### config.mk
export PLATFORM = sky130hd
export DESIGN_NAME = adpcm_stereo_encoder_flat
export DESIGN_NICKNAME = d
export VERILOG_FILES = /design/src/design/ase_pkg.sv /design/src/design/ase_in_if.sv /design/src/design/ase_out_if.sv /design/src/design/ase_divider.sv /design/src/design/adpcm_stereo_encoder.sv /design/src/flat_wrapper.sv
export SDC_FILE = /design/constraint.sdc
export NUM_CORES = 1
export LEC_CHECK = 0
export ABC_CLOCK_PERIOD_IN_PS = 6500
export BUFFER_PORTS_ARGS = -buffer_cell sky130_fd_sc_hd__buf_2
export CAP_MARGIN = 30
export CORE_MARGIN = 1
export CORE_UTILIZATION = 58
export DETAILED_ROUTE_END_ITERATION = 16
export PLACE_DENSITY = 0.88
export SKIP_LAST_GASP = 1
export SLEW_MARGIN = 40
export SYNTH_ARGS = -nofsm -noshare
export SYNTH_HDL_FRONTEND = slang
export SYNTH_SLANG_ARGS = --single-unit
export TNS_END_PERCENT = 5
### constraint.sdc
create_clock -name clk -period 6.5 [get_ports clk]
set_input_delay 1.3 -clock clk [delete_from_list [all_inputs] [get_ports clk]]
set_output_delay 1.3 -clock clk [all_outputs]
set_load 0.03 [all_outputs]
### src/design/ase_pkg.sv
`default_nettype none

package ase_pkg;

  localparam int SAMPLE_W  = 16;
  localparam int INDEX_W   = 7;
  localparam int STEP_W    = 15;
  localparam int CODE_W    = 4;
  localparam int NUM_W     = 21;
  localparam int REM_W     = NUM_W - 1;
  localparam int SHIFT_W   = 3;
  localparam int DIV_STEPS = 5;

  localparam logic [INDEX_W-1:0] INDEX_MAX = 7'd88;
  localparam logic [CODE_W-1:0]  CODE_MAX  = 4'd15;

  typedef enum logic [2:0] {
    ST_IDLE,
    ST_LOAD,
    ST_DIV,
    ST_UPD,
    ST_DONE
  } ase_state_t;

  // one command per cycle to the shared compare-subtract unit
  typedef struct packed {
    logic               load;
    logic               iter;
    logic [SHIFT_W-1:0] shift;
  } div_cmd_t;

  function automatic logic [STEP_W-1:0] step_of(input logic [INDEX_W-1:0] idx);
    logic [STEP_W-1:0] s;
    unique case (idx)
      7'd0:  s = 15'd7;     7'd1:  s = 15'd8;     7'd2:  s = 15'd9;
      7'd3:  s = 15'd10;    7'd4:  s = 15'd11;    7'd5:  s = 15'd12;
      7'd6:  s = 15'd13;    7'd7:  s = 15'd14;    7'd8:  s = 15'd16;
      7'd9:  s = 15'd17;    7'd10: s = 15'd19;    7'd11: s = 15'd21;
      7'd12: s = 15'd23;    7'd13: s = 15'd25;    7'd14: s = 15'd28;
      7'd15: s = 15'd31;    7'd16: s = 15'd34;    7'd17: s = 15'd37;
      7'd18: s = 15'd41;    7'd19: s = 15'd45;    7'd20: s = 15'd50;
      7'd21: s = 15'd55;    7'd22: s = 15'd60;    7'd23: s = 15'd66;
      7'd24: s = 15'd73;    7'd25: s = 15'd80;    7'd26: s = 15'd88;
      7'd27: s = 15'd97;    7'd28: s = 15'd107;   7'd29: s = 15'd118;
      7'd30: s = 15'd130;   7'd31: s = 15'd143;   7'd32: s = 15'd157;
      7'd33: s = 15'd173;   7'd34: s = 15'd190;   7'd35: s = 15'd209;
      7'd36: s = 15'd230;   7'd37: s = 15'd253;   7'd38: s = 15'd279;
      7'd39: s = 15'd307;   7'd40: s = 15'd337;   7'd41: s = 15'd371;
      7'd42: s = 15'd408;   7'd43: s = 15'd449;   7'd44: s = 15'd494;
      7'd45: s = 15'd544;   7'd46: s = 15'd598;   7'd47: s = 15'd658;
      7'd48: s = 15'd724;   7'd49: s = 15'd796;   7'd50: s = 15'd876;
      7'd51: s = 15'd963;   7'd52: s = 15'd1060;  7'd53: s = 15'd1166;
      7'd54: s = 15'd1282;  7'd55: s = 15'd1411;  7'd56: s = 15'd1552;
      7'd57: s = 15'd1707;  7'd58: s = 15'd1878;  7'd59: s = 15'd2066;
      7'd60: s = 15'd2272;  7'd61: s = 15'd2499;  7'd62: s = 15'd2749;
      7'd63: s = 15'd3024;  7'd64: s = 15'd3327;  7'd65: s = 15'd3660;
      7'd66: s = 15'd4026;  7'd67: s = 15'd4428;  7'd68: s = 15'd4871;
      7'd69: s = 15'd5358;  7'd70: s = 15'd5894;  7'd71: s = 15'd6484;
      7'd72: s = 15'd7132;  7'd73: s = 15'd7845;  7'd74: s = 15'd8630;
      7'd75: s = 15'd9493;  7'd76: s = 15'd10442; 7'd77: s = 15'd11487;
      7'd78: s = 15'd12635; 7'd79: s = 15'd13899; 7'd80: s = 15'd15289;
      7'd81: s = 15'd16818; 7'd82: s = 15'd18500; 7'd83: s = 15'd20350;
      7'd84: s = 15'd22385; 7'd85: s = 15'd24623; 7'd86: s = 15'd27086;
      7'd87: s = 15'd29794;
      default: s = 15'd32767;
    endcase
    return s;
  endfunction

  function automatic logic signed [4:0] index_adjust(input logic [CODE_W-1:0] code);
    logic signed [4:0] a;
    unique case (code)
      4'd0, 4'd15: a = 5'sd8;
      4'd1, 4'd14: a = 5'sd6;
      4'd2, 4'd13: a = 5'sd4;
      4'd3, 4'd12: a = 5'sd2;
      default:     a = -5'sd1;
    endcase
    return a;
  endfunction

endpackage

`default_nettype wire

### src/design/ase_in_if.sv
`default_nettype none

interface ase_in_if;
  logic               valid;
  logic               ready;
  logic signed [15:0] left_sample;
  logic signed [15:0] right_sample;
  logic               last_pair;

  modport source(output valid, output left_sample, output right_sample,
                 output last_pair, input ready);
  modport sink(input valid, input left_sample, input right_sample,
               input last_pair, output ready);
endinterface

`default_nettype wire

### src/design/ase_out_if.sv
`default_nettype none

interface ase_out_if;
  logic       valid;
  logic       ready;
  logic [7:0] code_byte;
  logic       last_code;

  modport source(output valid, output code_byte, output last_code, input ready);
  modport sink(input valid, input code_byte, input last_code, output ready);
endinterface

`default_nettype wire

### src/design/ase_divider.sv
`default_nettype none

module ase_divider (
  input  wire logic                         clk,
  input  wire ase_pkg::div_cmd_t            cmd,
  input  wire logic signed [ase_pkg::NUM_W-1:0]  num,
  input  wire logic [ase_pkg::STEP_W-1:0]   step,
  output logic [ase_pkg::CODE_W-1:0]        code
);
  import ase_pkg::*;

  logic [REM_W-1:0]  rem_r;
  logic [CODE_W-1:0] q_r;
  logic              neg_r;
  logic              sat_r;

  logic [REM_W-1:0]  divisor;
  logic [REM_W:0]    trial;

  assign divisor = REM_W'(step) << cmd.shift;
  assign trial   = {1'b0, rem_r} - {1'b0, divisor};

  // shift 4 only detects a quotient above 15, lower shifts build the code
  always_ff @(posedge clk) begin
    if (cmd.load) begin
      rem_r <= num[REM_W-1:0];
      neg_r <= num[NUM_W-1];
      q_r   <= '0;
      sat_r <= 1'b0;
    end else if (cmd.iter && !trial[REM_W]) begin
      rem_r <= trial[REM_W-1:0];
      if (cmd.shift == SHIFT_W'(CODE_W)) begin
        sat_r <= 1'b1;
      end else begin
        q_r[cmd.shift[1:0]] <= 1'b1;
      end
    end
  end

  assign code = neg_r ? '0 : (sat_r ? CODE_MAX : q_r);

endmodule

`default_nettype wire

### src/design/adpcm_stereo_encoder.sv
// each item is encoded left channel first, then right; each channel takes one
//   load step, five compare-subtract steps on the shared divider and one update
//   step; the code byte is registered once the output register is free
// the input is not ready while an item is in work
// reset (rst_n low, synchronous) clears predictors, step indexes and output valid
`default_nettype none

module adpcm_stereo_encoder (
  input  wire logic clk,
  input  wire logic rst_n,
  ase_in_if.sink    in_ch,
  ase_out_if.source out_ch
);
  import ase_pkg::*;

  ase_state_t state_r, state_nxt;
  logic       ch_r, ch_nxt;
  logic [SHIFT_W-1:0] cnt_r, cnt_nxt;
  logic [STEP_W-1:0]  step_r, step_nxt;

  logic signed [SAMPLE_W-1:0] lsmp_r, lsmp_nxt, rsmp_r, rsmp_nxt;
  logic                       last_r, last_nxt;
  logic signed [SAMPLE_W-1:0] lpred_r, lpred_nxt, rpred_r, rpred_nxt;
  logic [INDEX_W-1:0]         lidx_r, lidx_nxt, ridx_r, ridx_nxt;
  logic [CODE_W-1:0]          lcode_r, lcode_nxt, rcode_r, rcode_nxt;

  logic       out_valid_r, out_valid_nxt;
  logic [7:0] out_byte_r, out_byte_nxt;
  logic       out_last_r, out_last_nxt;

  div_cmd_t div_cmd;
  logic [CODE_W-1:0] code;

  logic signed [SAMPLE_W-1:0] cur_sample, cur_pred;
  logic [INDEX_W-1:0]         cur_idx;
  logic [STEP_W-1:0]          cur_step;
  logic [SAMPLE_W:0]          diff;
  logic signed [NUM_W-1:0]    num;

  logic [18:0]        prod;
  logic [18:0]        step15;
  logic signed [19:0] psum;
  logic signed [SAMPLE_W-1:0] pred_new;
  logic signed [4:0]  adj;
  logic signed [7:0]  ni;
  logic [INDEX_W-1:0] idx_new;

  assign cur_sample = ch_r ? rsmp_r : lsmp_r;
  assign cur_pred   = ch_r ? rpred_r : lpred_r;
  assign cur_idx    = ch_r ? ridx_r : lidx_r;
  assign cur_step   = step_of(cur_idx);

  // numerator 4*(sample - pred) + 8*step
  assign diff = {cur_sample[SAMPLE_W-1], cur_sample} - {cur_pred[SAMPLE_W-1], cur_pred};
  assign num  = {{2{diff[SAMPLE_W]}}, diff, 2'b00} + {3'b000, cur_step, 3'b000};

  ase_divider u_divider (
    .clk  (clk),
    .cmd  (div_cmd),
    .num  (num),
    .step (step_r),
    .code (code)
  );

  // predictor and index update from the finished code
  always_comb begin
    prod   = {15'd0, code} * {4'd0, step_r};
    step15 = {step_r, 4'd0} - {4'd0, step_r};
    psum   = {{4{cur_pred[SAMPLE_W-1]}}, cur_pred} + {3'd0, prod[18:2]}
           - {4'd0, step15[18:3]};
    if (psum > 20'sd32767) begin
      pred_new = 16'sh7fff;
    end else if (psum < -20'sd32768) begin
      pred_new = 16'sh8000;
    end else begin
      pred_new = psum[SAMPLE_W-1:0];
    end
    adj = index_adjust(code);
    ni  = {1'b0, cur_idx} + {{3{adj[4]}}, adj};
    if (ni[7]) begin
      idx_new = '0;
    end else if (ni[INDEX_W-1:0] > INDEX_MAX) begin
      idx_new = INDEX_MAX;
    end else begin
      idx_new = ni[INDEX_W-1:0];
    end
  end

  always_comb begin
    state_nxt     = state_r;
    ch_nxt        = ch_r;
    cnt_nxt       = cnt_r;
    step_nxt      = step_r;
    lsmp_nxt      = lsmp_r;
    rsmp_nxt      = rsmp_r;
    last_nxt      = last_r;
    lpred_nxt     = lpred_r;
    rpred_nxt     = rpred_r;
    lidx_nxt      = lidx_r;
    ridx_nxt      = ridx_r;
    lcode_nxt     = lcode_r;
    rcode_nxt     = rcode_r;
    out_valid_nxt = out_valid_r && !out_ch.ready;
    out_byte_nxt  = out_byte_r;
    out_last_nxt  = out_last_r;
    div_cmd       = '0;
    unique case (state_r)
      ST_IDLE: begin
        if (in_ch.valid) begin
          lsmp_nxt  = in_ch.left_sample;
          rsmp_nxt  = in_ch.right_sample;
          last_nxt  = in_ch.last_pair;
          ch_nxt    = 1'b0;
          state_nxt = ST_LOAD;
        end
      end
      ST_LOAD: begin
        div_cmd.load = 1'b1;
        step_nxt     = cur_step;
        cnt_nxt      = SHIFT_W'(DIV_STEPS - 1);
        state_nxt    = ST_DIV;
      end
      ST_DIV: begin
        div_cmd.iter  = 1'b1;
        div_cmd.shift = cnt_r;
        if (cnt_r == '0) begin
          state_nxt = ST_UPD;
        end else begin
          cnt_nxt = cnt_r - 1'b1;
        end
      end
      ST_UPD: begin
        if (!ch_r) begin
          lpred_nxt = pred_new;
          lidx_nxt  = idx_new;
          lcode_nxt = code;
          ch_nxt    = 1'b1;
          state_nxt = ST_LOAD;
        end else begin
          rpred_nxt = pred_new;
          ridx_nxt  = idx_new;
          rcode_nxt = code;
          state_nxt = ST_DONE;
        end
      end
      ST_DONE: begin
        // hold the finished item until the output register is free
        if (!out_valid_r || out_ch.ready) begin
          out_valid_nxt = 1'b1;
          out_byte_nxt  = {lcode_r, rcode_r};
          out_last_nxt  = last_r;
          state_nxt     = ST_IDLE;
        end
      end
      default: state_nxt = ST_IDLE;
    endcase
  end

  always_ff @(posedge clk) begin
    if (!rst_n) begin
      state_r     <= ST_IDLE;
      out_valid_r <= 1'b0;
      lpred_r     <= '0;
      rpred_r     <= '0;
      lidx_r      <= '0;
      ridx_r      <= '0;
    end else begin
      state_r     <= state_nxt;
      out_valid_r <= out_valid_nxt;
      lpred_r     <= lpred_nxt;
      rpred_r     <= rpred_nxt;
      lidx_r      <= lidx_nxt;
      ridx_r      <= ridx_nxt;
    end
  end

  always_ff @(posedge clk) begin
    ch_r       <= ch_nxt;
    cnt_r      <= cnt_nxt;
    step_r     <= step_nxt;
    lsmp_r     <= lsmp_nxt;
    rsmp_r     <= rsmp_nxt;
    last_r     <= last_nxt;
    lcode_r    <= lcode_nxt;
    rcode_r    <= rcode_nxt;
    out_byte_r <= out_byte_nxt;
    out_last_r <= out_last_nxt;
  end

  assign in_ch.ready      = (state_r == ST_IDLE);
  assign out_ch.valid     = out_valid_r;
  assign out_ch.code_byte = out_byte_r;
  assign out_ch.last_code = out_last_r;

endmodule

`default_nettype wire

### src/flat_wrapper.sv
// flat-port wrapper written by rule: the top's interface ports become plain ports
module adpcm_stereo_encoder_flat import ase_pkg::*;
  (clk, rst_n, in_ch_valid, in_ch_left_sample, in_ch_right_sample, in_ch_last_pair, in_ch_ready, out_ch_valid, out_ch_code_byte, out_ch_last_code, out_ch_ready);
  ase_in_if in_ch_i ();
  ase_out_if out_ch_i ();
  input  wire logic clk;
  input  wire logic rst_n;
  input wire logic [$bits(in_ch_i.valid)-1:0] in_ch_valid;
  input wire logic [$bits(in_ch_i.left_sample)-1:0] in_ch_left_sample;
  input wire logic [$bits(in_ch_i.right_sample)-1:0] in_ch_right_sample;
  input wire logic [$bits(in_ch_i.last_pair)-1:0] in_ch_last_pair;
  output wire logic [$bits(in_ch_i.ready)-1:0] in_ch_ready;
  output wire logic [$bits(out_ch_i.valid)-1:0] out_ch_valid;
  output wire logic [$bits(out_ch_i.code_byte)-1:0] out_ch_code_byte;
  output wire logic [$bits(out_ch_i.last_code)-1:0] out_ch_last_code;
  input wire logic [$bits(out_ch_i.ready)-1:0] out_ch_ready;
  assign in_ch_i.valid = in_ch_valid;
  assign in_ch_i.left_sample = in_ch_left_sample;
  assign in_ch_i.right_sample = in_ch_right_sample;
  assign in_ch_i.last_pair = in_ch_last_pair;
  assign in_ch_ready = in_ch_i.ready;
  assign out_ch_valid = out_ch_i.valid;
  assign out_ch_code_byte = out_ch_i.code_byte;
  assign out_ch_last_code = out_ch_i.last_code;
  assign out_ch_i.ready = out_ch_ready;
  adpcm_stereo_encoder u_core (.clk(clk), .rst_n(rst_n), .in_ch(in_ch_i), .out_ch(out_ch_i));
endmodule
==> results by group <==
Outcome
  – Status: finished with violations
  – Failing checks: negative setup slack

Synthesis
  – Xor/xnor share of the synthesized area: 0.0636
  – Synth top area cells: edfxtp_1 (19%), ha_1 (13%), dfxtp_1 (7.9%)
  – Compound-Gate Fraction of Synth Area: 0.217
  – Count of flip-flops with a built-in enable after synthesis: 90
  – Synthesis Warnings: 0
  – Top cell type's share of synthesized area: 0.194
  – Async SR Flop Fraction: 0
  – Netlist cell types: 89
  – Primary FF master, synth: edfxtp_1
  – Post-Syn Instances: 1620
  – Flops & latches, synth: 145
  – Synthesized area: 13900 µm²
  – Synth Area per Inst: 8.60 µm²
  – Largest area contributor in the netlist: edfxtp_1
  – Combinational family with the most area after synthesis: compound AO/OA/AOI/OAI gates
  – Sequential area share after synthesis: 0.273
  – Mux share of post-synthesis cell area: 0.0484
  – Simple-Gate Fraction of Synth Area: 0.170
  – Mapped Nets: 1834
  – Most common cell in the netlist: nor2_1
  – Synth Area in Adders: 0.177
  – Top post-synthesis cells by count: nor2_1 (151), ha_1 (145), nand2_1 (128), a21oi_1 (121), inv_1 (110)

Critical path
  – Cell family with most CP delay: compound AO/OA/AOI/OAI gates
  – Crit path DAT: 7.44 ns
  – Worst r2r src: u_core.u_divider.neg_r
  – Worst setup path class: flop to flop
  – Max stage delay cell, worst path: fa_1
  – Buffers & Inverters on Critical Path: 3
  – Flop2flop setup slack: -0.62 ns
  – Max incr delay on CP: 0.54 ns
  – Worst reg2reg path depth: 30
  – CP required: 6.82 ns
  – Crit path launch: u_core.u_divider.neg_r
  – Startpoint Class: flop
  – Crit path max fanout: 5
  – R2r endpoint: u_core.rpred_r[5]
  – CP endpoint kind: flop

Worst hold path
  – Hold Crit Depth: 0
  – Hold_sp: u_core.rcode_r[1]
  – Min-Delay Endpoint: u_core.out_ch.code_byte[1]
  – HP Class: flop to flop

Place
  – DPL Wire Length: 30800 µm
  – GP Congestion: 0.981
  – Pre-CTS setup slack: -0.647 ns
  – IO Port Bufs: 47

Floorplan
  – Site Rows: 56
  – Die Width: 157 µm
  – Boundary Pins: 48
  – Die area: 24600 µm²
  – Core area: 23500 µm²
  – Starting Density: 0.592
  – Die Ht: 157 µm

STA
  – Slew Viols, Final: 0
  – Clock skew: 0.0112 ns
  – Highest clock rate: 0.140 GHz
  – Tmin final: 7.12 ns
  – RSZ-0062 raised after global routing: true
  – Relative slew slack: 0.448
  – Hold Vio Cnt, Final: 0
  – Setup Viol. Count Final: 30
  – Final setup margin: -0.621 ns
  – Period utilization: 1.10
  – Slew @ Worst Pin: 0.808 ns

Power and ir drop
  – Psw: 4.00 mW
  – Seq pwr share: 0.162
  – Peak supply drop: 368 µV
  – Leakage: 7.19 nW
  – Tot Pwr: 8.30 mW
  – Pwr Density: 517 nW/µm²
  – Switch share: 0.482
  – Clock Power Share: 0.123
  – Combinational share of power: 0.715
  – P_int: 4.30 mW

Clocking
  – H-tree depth: 4
  – Root Driver: clkbuf_16
  – Max Buffers Root-to-Sink: 2
  – Num CTS Buffers: 17
  – TritonCTS clock tree: built
  – Clk_lat worst skew: 0.44 ns
  – Worst-path clk slew: 0.07 ns
  – CTS Sinks: 145

Layout
  – Nets: 1966
  – Antenna cells: 0
  – Share of layout cells above drive strength 1: 0.165
  – Area Overhead vs Synth: 15.4%

Detailed routing
  – Via/cell ratio: 6.38
  – Drt wl/cell: 19.8 µm
  – Routed Antenna Nets: 0
  – WL final: 41200 µm
  – Via count: 13300
  – Residual DRC: 0
  – Pre-antenna DRT Iters: 6
  – DRC marker count from the first detailed-route iteration: 1338

GRT
  – Largest net degree at the start of global routing: 44
  – First-pass GRT wire length: 65400 µm
  – Initial antenna violation count: 0
  – Vias in the first global route: 13000
  – Grt ovf: 0
  – Gr usage total: 0.343

Job
  – # Max-Cap Violations: 0
-- through the flow --
step / hold WS (ns) / util / instance area [µm²] / TNS (ns) / std cells
floorplan: 0.400 / - / 14100 / -3.89 / 1620
global placement: 0.401 / 0.653 / 15400 / -10.49 / 2047
detailed placement: 0.411 / 0.654 / 15400 / -17.02 / 2047
CTS: 0.427 / 0.681 / 16000 / -14.66 / 2083
global route: 0.434 / 0.683 / 16100 / -29.12 / 2084
finish: 0.424 / 0.683 / 16100 / -17.27 / 2084
-- placed cells by master, fill, tap and decap left out, types with 44 or more instances in the layout --
cell,count
a21oi_1,119
buf_2,47
buf_4,130
dfxtp_1,54
edfxtp_1,90
ha_1,144
inv_1,108
mux2i_1,44
nand2_1,127
nor2_1,146
nor3_1,57
o21ai_0,100
xnor2_1,74
-- metal layers --
layer	vias to the layer above	wire length, µm	global-route usage
met2	723	19800	0.584
met4	0	2500	0.215
met3	203	3260	0.0653
li1	6150	-	-
met1	6210	15700	0.397
met5	-	0	0
-- sequential cells by signal, summed over array words and instances, names as in the netlist, 4 cells and up --
name                     count
u_core.lcode_r               4
u_core.lidx_r                7
u_core.lpred_r              16
u_core.lsmp_r               16
u_core.out_ch.code_byte      8
u_core.rcode_r               4
u_core.ridx_r                7
u_core.rpred_r              16
u_core.rsmp_r               16
u_core.step_r               15
u_core.u_divider.q_r         4
u_core.u_divider.rem_r      20
-- final cells by class --
type | count | area [µm²]
Multi-Input combinational cell | 1295 | 9610
Inverter | 114 | 428
Tap cell | 319 | 399
Timing Repair Buffer | 179 | 1240
Sequential cell | 145 | 3800
Fill cell | 1742 | 7470
Clock inverter | 14 | 160
Clock buffer | 18 | 429
-- worst max-delay path by stage --
stage,cells after the start,endpoint
final,30,u_core.rpred_r[5]
after global placement,31,u_core.rpred_r[13]
after detailed placement,31,u_core.rpred_r[5]
after floorplan,35,u_core.lpred_r[12]
after global routing,32,u_core.lpred_r[3]
after CTS,31,u_core.rpred_r[5]
-- power groups by stage --
stage                     Sequential [mW]  Clock (mW)  Combinational (mW)
after CTS                            1.34        1.02                5.74
after floorplan                      1.32           0                3.97
final                                1.34        1.02                5.94
after global routing                 1.36        1.06                6.44
after global placement               1.35           0                5.39
after detailed placement             1.36           0                5.59
-- kinds of logic after synthesis --
logic type	count (synthesis)
simple gates	501
compound gates	450
buf+inv	182
fa+ha+maj	178
flops	145
xor+xnor	99
mux	65
-- what timing repair did --
item | in CTS | in global routing
gates cloned | 2 | 0
buffers inserted | 2 | 1
endpoints found under the setup margin | 30 | 32
hold buffers | 0 | 0
pin swaps | 10 | 6
gates resized for setup | 8 | 5
(Power assumes the default switching activity.)
